$ cat config.mk
export PLATFORM = sky130hd
export DESIGN_NAME = byte_pattern_find_replace_unit
export DESIGN_NICKNAME = d
export VERILOG_FILES = /design/src/rtl/bpfr_pkg.sv /design/src/rtl/bpfr_cell.sv /design/src/rtl/bpfr_chain.sv /design/src/rtl/byte_pattern_find_replace_unit.sv
export SDC_FILE = /design/constraint.sdc
export NUM_CORES = 2
export LEC_CHECK = 0
export BUFFER_PORTS_ARGS = -buffer_cell sky130_fd_sc_hd__buf_4
export CELL_PAD_IN_SITES_DETAIL_PLACEMENT = 1
export CELL_PAD_IN_SITES_GLOBAL_PLACEMENT = 2
export CORE_MARGIN = 2
export CORE_UTILIZATION = 43
export CTS_CLUSTER_DIAMETER = 60
export DETAILED_ROUTE_END_ITERATION = 16
export PLACE_DENSITY = 0.9
export SYNTH_ARGS = -nofsm -noshare
export SYNTH_HDL_FRONTEND = slang
export SYNTH_SLANG_ARGS = --single-unit
$ cat constraint.sdc
create_clock -name clk -period 13.3 [get_ports clk]
set_clock_uncertainty 0.2 [all_clocks]
set_input_delay 2.66 -clock clk [delete_from_list [all_inputs] [get_ports clk]]
set_output_delay 2.66 -clock clk [all_outputs]
set_load 0.02 [all_outputs]
$ cat src/rtl/bpfr_pkg.sv
// ----------------------------------------------------------------------------
// bpfr_pkg
// Shared types and constants for the byte pattern find and replace unit.
// ----------------------------------------------------------------------------
package bpfr_pkg;

    // Largest pattern the register map can describe, in bytes.
    localparam int PAT_MAX   = 16;
    // Index into a pattern byte array.
    localparam int PAT_IDX_W = 4;
    // Fill counts and lengths up to PAT_MAX.
    localparam int LEN_W     = 5;
    // Configuration port widths.
    localparam int APB_DW    = 64;
    localparam int APB_AW    = 6;

    // Pattern bytes, byte 0 in the lowest bits.
    typedef logic [PAT_MAX-1:0][7:0] pat_bytes_t;

    // Register index (byte address divided by eight).
    typedef enum logic [2:0] {
        REG_PAT_LEN = 3'd0,
        REG_SRCH_LO = 3'd1,
        REG_SRCH_HI = 3'd2,
        REG_REPL_LO = 3'd3,
        REG_REPL_HI = 3'd4
    } cfg_reg_t;

    // Control broadcast from the sequencer to every window cell.
    typedef struct packed {
        logic             shift_en;
        logic             replace_en;
        logic [LEN_W-1:0] fill;
        logic [LEN_W-1:0] len;
    } win_ctrl_t;

endpackage

$ cat src/rtl/bpfr_cell.sv
// ----------------------------------------------------------------------------
// bpfr_cell
// One window cell: holds one byte, compares it with its pattern byte and
// hands its byte to the next cell when a new byte enters the window.
// ----------------------------------------------------------------------------
module bpfr_cell #(
    parameter int CELL_INDEX = 0
) (
    input  logic                clk,
    input  bpfr_pkg::win_ctrl_t ctrl,
    input  logic [7:0]          left_byte,   // byte handed over by the neighbor
    input  bpfr_pkg::pat_bytes_t search,
    input  bpfr_pkg::pat_bytes_t replace,
    output logic [7:0]          base_byte,   // held byte after a replacement
    output logic                eq
);

    localparam logic [bpfr_pkg::LEN_W:0] K_EXT = (bpfr_pkg::LEN_W+1)'(CELL_INDEX);

    logic [7:0]                     byte_reg;
    logic [7:0]                     byte_next;
    logic                           covered;
    logic [bpfr_pkg::LEN_W-1:0]     pos_diff;
    logic [bpfr_pkg::PAT_IDX_W-1:0] pos;

    // The cell holds window position fill-1-CELL_INDEX; it takes part in the
    // compare when that position lies below the pattern length.
    always_comb
    begin
        covered  = ({1'b0, ctrl.fill} > K_EXT) &&
                   ({1'b0, ctrl.fill} <= ({1'b0, ctrl.len} + K_EXT));
        pos_diff = ctrl.fill - bpfr_pkg::LEN_W'(1) - bpfr_pkg::LEN_W'(CELL_INDEX);
        pos      = pos_diff[bpfr_pkg::PAT_IDX_W-1:0];
        eq       = !covered || (byte_reg == search[pos]);
        base_byte = (ctrl.replace_en && covered) ? replace[pos] : byte_reg;
        byte_next = ctrl.shift_en ? left_byte : base_byte;
    end

    // Byte storage.
    always_ff @(posedge clk)
    begin
        byte_reg <= byte_next;
    end

endmodule

$ cat src/rtl/bpfr_chain.sv
// ----------------------------------------------------------------------------
// bpfr_chain
// Row of window cells. New bytes enter at cell 0; the oldest held byte sits
// in cell fill-1 and is picked out as the head of the window.
// ----------------------------------------------------------------------------
module bpfr_chain #(
    parameter int NUM_CELLS = 16
) (
    input  logic                 clk,
    input  bpfr_pkg::win_ctrl_t  ctrl,
    input  logic [7:0]           new_byte,
    input  bpfr_pkg::pat_bytes_t search,
    input  bpfr_pkg::pat_bytes_t replace,
    output logic                 all_eq,
    output logic [7:0]           head_byte
);

    logic [NUM_CELLS-1:0][7:0] base_vec;
    logic [NUM_CELLS-1:0]      eq_vec;

    // Cell 0 takes the incoming byte, every other cell its left neighbor.
    for (genvar k = 0; k < NUM_CELLS; k++)
    begin : g_cell
        logic [7:0] left_byte;
        if (k == 0)
        begin : g_first
            assign left_byte = new_byte;
        end
        else
        begin : g_rest
            assign left_byte = base_vec[k-1];
        end

        bpfr_cell #(
            .CELL_INDEX (k)
        ) u_cell (
            .clk       (clk),
            .ctrl      (ctrl),
            .left_byte (left_byte),
            .search    (search),
            .replace   (replace),
            .base_byte (base_vec[k]),
            .eq        (eq_vec[k])
        );
    end

    assign all_eq = &eq_vec;

    // Head of the window: the cell at fill-1.
    always_comb
    begin
        head_byte = base_vec[0];
        for (int k = 0; k < NUM_CELLS; k++)
        begin
            if (ctrl.fill == bpfr_pkg::LEN_W'(k + 1))
            begin
                head_byte = base_vec[k];
            end
        end
    end

endmodule

$ cat src/rtl/byte_pattern_find_replace_unit.sv
// ----------------------------------------------------------------------------
// byte_pattern_find_replace_unit
// First-match byte pattern find and replace over a stream of bytes.
// ----------------------------------------------------------------------------
//  Channel | Direction | Signals                        | Contents
//  --------+-----------+--------------------------------+---------------------
//  s_*     | in        | tvalid tready tdata tlast      | data byte, end flag
//  m_*     | out       | tvalid tready tdata tlast tuser| byte, final, replaced
//  APB     | in        | psel penable pwrite paddr ...  | pattern registers
//
//  A byte is taken every cycle in steady state unless the output stalls; each
//  byte leaves the window after the byte that completes a full window enters.
//  The byte with tlast starts a flush: the held bytes (up to the pattern
//  length) leave one per cycle through the output register unless it stalls,
//  and the input stalls until the last of them goes out. A pattern length
//  lowered in mid-stream takes effect with the next byte: the surplus bytes
//  then drain one per cycle unless the output stalls, while the input stalls.
//  Reset empties the window and sets the pattern length to one.
// ----------------------------------------------------------------------------
module byte_pattern_find_replace_unit #(
    parameter int MAX_PATTERN = 16
) (
    input  logic                          clk,
    input  logic                          rst_n,
    // Input stream
    input  logic                          s_tvalid,
    output logic                          s_tready,
    input  logic [7:0]                    s_tdata,   // [7:0] data_byte
    input  logic                          s_tlast,   // end_of_data
    // Output stream
    output logic                          m_tvalid,
    input  logic                          m_tready,
    output logic [7:0]                    m_tdata,   // [7:0] out_byte
    output logic                          m_tlast,   // final_byte
    output logic                          m_tuser,   // [0] replaced
    // Configuration
    input  logic                          psel,
    input  logic                          penable,
    input  logic                          pwrite,
    input  logic [bpfr_pkg::APB_AW-1:0]   paddr,
    input  logic [bpfr_pkg::APB_DW-1:0]   pwdata,
    output logic [bpfr_pkg::APB_DW-1:0]   prdata,
    output logic                          pready
);

    localparam logic [bpfr_pkg::LEN_W-1:0] MAX_LEN = bpfr_pkg::LEN_W'(MAX_PATTERN);

    // Configuration registers
    logic [bpfr_pkg::LEN_W-1:0] pat_len_reg;
    logic [63:0]                srch_lo_reg;
    logic [63:0]                srch_hi_reg;
    logic [63:0]                repl_lo_reg;
    logic [63:0]                repl_hi_reg;
    logic                       cfg_wr;
    bpfr_pkg::cfg_reg_t         cfg_sel;

    // Sequencer state
    logic [bpfr_pkg::LEN_W-1:0] fill_reg;
    logic [bpfr_pkg::LEN_W-1:0] fill_next;
    logic                       match_done_reg;
    logic                       match_done_next;
    logic                       flush_reg;
    logic                       flush_next;
    logic                       step_reg;
    logic                       step_next;

    // Output register
    logic                       m_valid_reg;
    logic                       m_valid_next;
    logic [7:0]                 m_data_reg;
    logic                       m_last_reg;
    logic                       m_user_reg;

    logic [bpfr_pkg::LEN_W-1:0] len;
    logic                       out_free;
    logic                       pending;
    logic                       emit;
    logic                       accept;
    logic                       match_hit;
    logic                       final_emit;
    logic                       all_eq;
    logic [7:0]                 head_byte;
    bpfr_pkg::win_ctrl_t        ctrl;
    bpfr_pkg::pat_bytes_t       search;
    bpfr_pkg::pat_bytes_t       replace;

    // APB register access
    assign pready  = 1'b1;
    assign cfg_wr  = psel && penable && pwrite && pready;
    assign cfg_sel = bpfr_pkg::cfg_reg_t'(paddr[5:3]);

    always_ff @(posedge clk or negedge rst_n)
    begin
        if (!rst_n)
        begin
            pat_len_reg <= bpfr_pkg::LEN_W'(1);
            srch_lo_reg <= '0;
            srch_hi_reg <= '0;
            repl_lo_reg <= '0;
            repl_hi_reg <= '0;
        end
        else if (cfg_wr)
        begin
            case (cfg_sel)
                bpfr_pkg::REG_PAT_LEN: pat_len_reg <= pwdata[bpfr_pkg::LEN_W-1:0];
                bpfr_pkg::REG_SRCH_LO: srch_lo_reg <= pwdata;
                bpfr_pkg::REG_SRCH_HI: srch_hi_reg <= pwdata;
                bpfr_pkg::REG_REPL_LO: repl_lo_reg <= pwdata;
                bpfr_pkg::REG_REPL_HI: repl_hi_reg <= pwdata;
                default: ;
            endcase
        end
    end

    always_comb
    begin
        case (cfg_sel)
            bpfr_pkg::REG_PAT_LEN: prdata = bpfr_pkg::APB_DW'(pat_len_reg);
            bpfr_pkg::REG_SRCH_LO: prdata = srch_lo_reg;
            bpfr_pkg::REG_SRCH_HI: prdata = srch_hi_reg;
            bpfr_pkg::REG_REPL_LO: prdata = repl_lo_reg;
            bpfr_pkg::REG_REPL_HI: prdata = repl_hi_reg;
            default:               prdata = '0;
        endcase
    end

    // Effective pattern length, clamped to 1..MAX_PATTERN.
    always_comb
    begin
        if (pat_len_reg == '0)
        begin
            len = bpfr_pkg::LEN_W'(1);
        end
        else if (pat_len_reg > MAX_LEN)
        begin
            len = MAX_LEN;
        end
        else
        begin
            len = pat_len_reg;
        end
    end

    assign search  = bpfr_pkg::pat_bytes_t'({srch_hi_reg, srch_lo_reg});
    assign replace = bpfr_pkg::pat_bytes_t'({repl_hi_reg, repl_lo_reg});

    // Sequencer: after a byte has entered, one byte leaves the window per cycle
    // unless the output stalls, while the window is full (or a flush is running);
    // a new byte enters when that leaves the window short of a full pattern again.
    always_comb
    begin
        out_free   = !m_valid_reg || m_tready;
        pending    = flush_reg ? (fill_reg != '0) : (step_reg && (fill_reg >= len));
        emit       = pending && out_free;
        if (flush_reg)
        begin
            s_tready = (fill_reg == bpfr_pkg::LEN_W'(1)) && out_free;
        end
        else
        begin
            s_tready = !pending || ((fill_reg == len) && out_free);
        end
        accept     = s_tvalid && s_tready;
        match_hit  = emit && !match_done_reg && (fill_reg >= len) && all_eq;
        final_emit = emit && flush_reg && (fill_reg == bpfr_pkg::LEN_W'(1));

        fill_next = fill_reg - bpfr_pkg::LEN_W'(emit) + bpfr_pkg::LEN_W'(accept);
        step_next = accept || (step_reg && (fill_next >= len));
        if (final_emit)
        begin
            match_done_next = 1'b0;
            flush_next      = accept && s_tlast;
        end
        else
        begin
            match_done_next = match_done_reg || match_hit;
            flush_next      = flush_reg || (accept && s_tlast);
        end

        ctrl.shift_en   = accept;
        ctrl.replace_en = match_hit;
        ctrl.fill       = fill_reg;
        ctrl.len        = len;

        m_valid_next = emit || (m_valid_reg && !m_tready);
    end

    // Window cells
    bpfr_chain #(
        .NUM_CELLS (MAX_PATTERN)
    ) u_chain (
        .clk       (clk),
        .ctrl      (ctrl),
        .new_byte  (s_tdata),
        .search    (search),
        .replace   (replace),
        .all_eq    (all_eq),
        .head_byte (head_byte)
    );

    // Control state
    always_ff @(posedge clk or negedge rst_n)
    begin
        if (!rst_n)
        begin
            fill_reg       <= '0;
            match_done_reg <= 1'b0;
            flush_reg      <= 1'b0;
            step_reg       <= 1'b0;
            m_valid_reg    <= 1'b0;
        end
        else
        begin
            fill_reg       <= fill_next;
            match_done_reg <= match_done_next;
            flush_reg      <= flush_next;
            step_reg       <= step_next;
            m_valid_reg    <= m_valid_next;
        end
    end

    // Output payload
    always_ff @(posedge clk)
    begin
        if (emit)
        begin
            m_data_reg <= head_byte;
            m_last_reg <= final_emit;
            m_user_reg <= match_done_reg || match_hit;
        end
    end

    assign m_tvalid = m_valid_reg;
    assign m_tdata  = m_data_reg;
    assign m_tlast  = m_last_reg;
    assign m_tuser  = m_user_reg;

    // The window never holds more bytes than it has cells.
    a_fill_bound: assert property (@(posedge clk) disable iff (!rst_n)
        fill_reg <= MAX_LEN)
        else $error("window fill exceeds cell count");

    // During a flush a new byte only enters alongside the final byte.
    a_flush_accept: assert property (@(posedge clk) disable iff (!rst_n)
        (accept && flush_reg) |-> final_emit)
        else $error("byte accepted during flush before final byte");

    // A replacement is on the output, flagged in tuser, when match_done_reg rises.
    a_match_out: assert property (@(posedge clk) disable iff (!rst_n)
        $rose(match_done_reg) |-> (m_tvalid && m_tuser))
        else $error("replacement not reported on output");

    // The final byte always leaves an empty window or one fresh byte.
    a_final_fill: assert property (@(posedge clk) disable iff (!rst_n)
        final_emit |=> (fill_reg == bpfr_pkg::LEN_W'($past(accept))))
        else $error("window not emptied after final byte");

endmodule
==> key figures <==
Synthesis
  – Cell with the most instances after synthesis: mux2_2
  – Seq/Total Area, Yosys: between 20% and 30%
  – Syn avg cell area: 10.4 µm²
  – Post-Synthesis Cell Area: ~36000 µm²
  – Share of the synthesized area in the top cell type: around a fifth
  – Synthesized instance count: 3453
  – Ys flop type: dfrtp_1
  – Largest family of logic cells by synthesized area: multiplexers
  – Post-synth top cells: mux2_2 (423), mux2i_1 (413), nand2_1 (309)
  – Syn Nets: 3630
  – Number of synthesized flops with an enable pin: 10
  – Netlist cell types: 100
  – Synth top area cells: dfrtp_1 (19%), mux4_2 (16%), mux2_2 (13%), mux2i_1 (11%), dfxtp_1 (7.1%)
  – Adder-Cell Fraction of Synth Area: 3.18%
  – Mux cell area share after synthesis: 41.2%
  – Synth area leader: dfrtp_1
  – FFs w/ async S/R, synth: between 60% and 70%
  – Seq cells post-synth: 408
  – Compound-gate portion of the synthesized area: 11.5%
  – Post-Synth XOR/XNOR Area: under 10%
  – Simple-Gate Fraction of Synth Area: 10.1%
  – Synth warnings: 0

Final layout
  – Max FFs per register: between 100 and 150
  – Post-route core utilization: a little under half
  – Final #Nets: roughly 3700
  – Synth-to-Final Area Change: 10.9%
  – Fill cell count: around 9000
  – Layout cells sized above 1: 30.0%
  – Final instance area: around 40000 µm²

Routing
  – Iteration-0 DRC Markers: around 4000
  – DR DRC count: 0
  – DR vias: roughly 32000
  – Detailed Routing Iterations Pass 1: 5
  – Wire per inst: 35.8 µm
  – Detail Route Antenna Nets: 0
  – Post-Route WL: 166 mm
  – Vias/cell: around 7.0

Setup path
  – Startpoint Class: register
  – Worst EP required: around 13 ns
  – CP max FO: 64
  – R2R Path Start: fill_reg[1]
  – Setup CP Type: reg -> reg
  – CP endpoint kind: register
  – R2R Setup Slk: around 3.1 ns
  – R2r endpoint: m_tdata[5]
  – FF-to-FF path depth: 19
  – Worst path arrival time: a little over 10 ns

Floorplanning
  – Die width: between 200 and 300 µm
  – Die Y: 293 µm
  – I/O pin count: 163
  – Die area: 86100 µm²
  – # rows: 106
  – Core Box Area: ~83000 µm²
  – Starting Density: 43.2%

Place
  – Placer Congestion: about 1.2
  – Port Buffers: 158
  – DP HPWL: between 100 and 150 mm
  – Post-placement cell area: 38000 µm²

Hold path
  – Cell depth of the worst hold path: 1
  – Worst hold path class: reg -> reg
  – Hold path startpoint: srch_hi_reg[60]
  – Hold EP: srch_hi_reg[60]

Timing
  – Tightest Pin Transition: about 1.2 ns
  – Fin crit period: approximately 10 ns
  – Final Slew Violations: 0
  – Achievable clock frequency: about 100 MHz
  – Final period utilization: between 70% and 80%
  – Max-Slew Margin vs Limit: 20.5%
  – Unrepaired setup endpoints after global routing: no
  – Final hold vios: 0
  – Setup TNS: 0 ns
  – # setup viols final: 0

Clock network
  – Post-CTS Resized: 0
  – Worst-Skew Late Latency: 0.65 ns
  – Register clock-pin slew on the reported worst setup and hold paths: 0.06 ns
  – Total CTS buffers: between 50 and 60
  – Bufs on Longest Clock Path: 3
  – CTS hold repair buffers: 0
  – CTS tree: yes
  – Clock sinks: just over 400
  – Root buffer cell: clkbuf_16
  – Total setup buffers inserted after CTS: 0
  – H-tree levels: 2

Global routing
  – First-pass GRT wire length: ~230 mm
  – Initial antenna violation count: 15
  – Grt ovf: 0
  – Number of global-route vias before repair: 31200
  – Gr usage total: a little under two fifths
  – Largest net degree at the start of global routing: 160

Run
  – Max Cap Viol: 0

Outcome
  – Outcome: finished clean
==> worst max-delay path, stage by stage (launching register included) <==
cell      delay [ns]
dfrtp_1         0.64
inv_1           0.36
ha_4            0.74
buf_4           0.79
buf_4           0.86
mux2i_1         0.30
mux4_2          0.63
a22oi_1         0.34
nor2_1          0.07
a21oi_1         0.13
nor4b_1         0.59
a41oi_1         0.25
nor4_2          0.48
and3_1          0.57
nand2_1         0.37
nor2_4          0.54
mux2i_1         0.25
a211oi_1        0.41
nand2_1         0.13
o31ai_1         0.95
==> how the worst max path moves through the flow <==
stage                 from    endpoint  cells after the start
3_5_place_dp   fill_reg[2]  m_tdata[5]                     20
2_1_floorplan  fill_reg[0]  m_tdata[7]                     33
3_3_place_gp   fill_reg[2]  m_tdata[5]                     20
4_1_cts        fill_reg[1]  m_tdata[5]                     19
5_1_grt        fill_reg[1]  m_tdata[5]                     19
6_report       fill_reg[1]  m_tdata[5]                     19
==> routing by layer <==
metal	global-route usage, %	vias to the layer above	wire length [µm]
met5	0	-	13
met1	50.9	16500	65200
li1	-	13200	-
met2	55.8	2037	71000
met4	23.2	2	12200
met3	8.03	401	17200
==> cell families after synthesis <==
group                      Yosys count
other                                1
and+or+nand+nor                    788
buffers and inverters              314
adders and majority gates           91
xor gates and xnor gates           125
muxes                             1102
AOI/OAI and AO/OA                  624
DFF                                408
==> stage by stage <==
stage | hold slack, ns | instances | setup slack, ns
after global routing | 0.384 | 4618 | 3.07
after global placement | 0.340 | 4507 | 3.74
after detailed placement | 0.349 | 4507 | 3.54
after floorplan | 0.308 | 3453 | 4.19
after CTS | 0.360 | 4608 | 3.45
final | 0.362 | 4619 | 3.15
==> area by class of cell <==
cell class | count | area (µm²) | area share [%]
inverters | 66 | 253 | 0.633
multi-input cells | 2731 | 25100 | 62.8
flip-flops and latches | 408 | 9630 | 24.1
repair buffers | 222 | 1710 | 4.29
clock inverters | 35 | 399 | 1.00
diodes | 11 | 27.5 | 0.0689
clock buffers | 66 | 1490 | 3.73
well taps | 1080 | 1350 | 3.38
==> cell usage in the layout, fill, tap and decap left out, types with 14 or more instances in the layout <==
cell / n
and2_1: 18
nor3_1: 19
xnor2_1: 69
a22oi_1: 144
nand3_1: 42
inv_1: 59
or3_1: 17
xor2_1: 46
buf_4: 218
a211oi_1: 33
ha_1: 88
a21o_1: 14
o21ai_0: 100
dfxtp_1: 128
nor2b_1: 25
dfrtp_1: 267
mux2_2: 423
and3_1: 18
nand2_1: 309
nand4_1: 16
o211ai_1: 20
mux4_2: 258
a21oi_1: 167
o22ai_1: 21
nor2_1: 242
mux2i_1: 413
a21boi_0: 18
clkbuf_16: 55
Power is left out: the tool's default activity adds up to more than one toggle a clock period on the data nets, which glitch-free logic cannot reach.
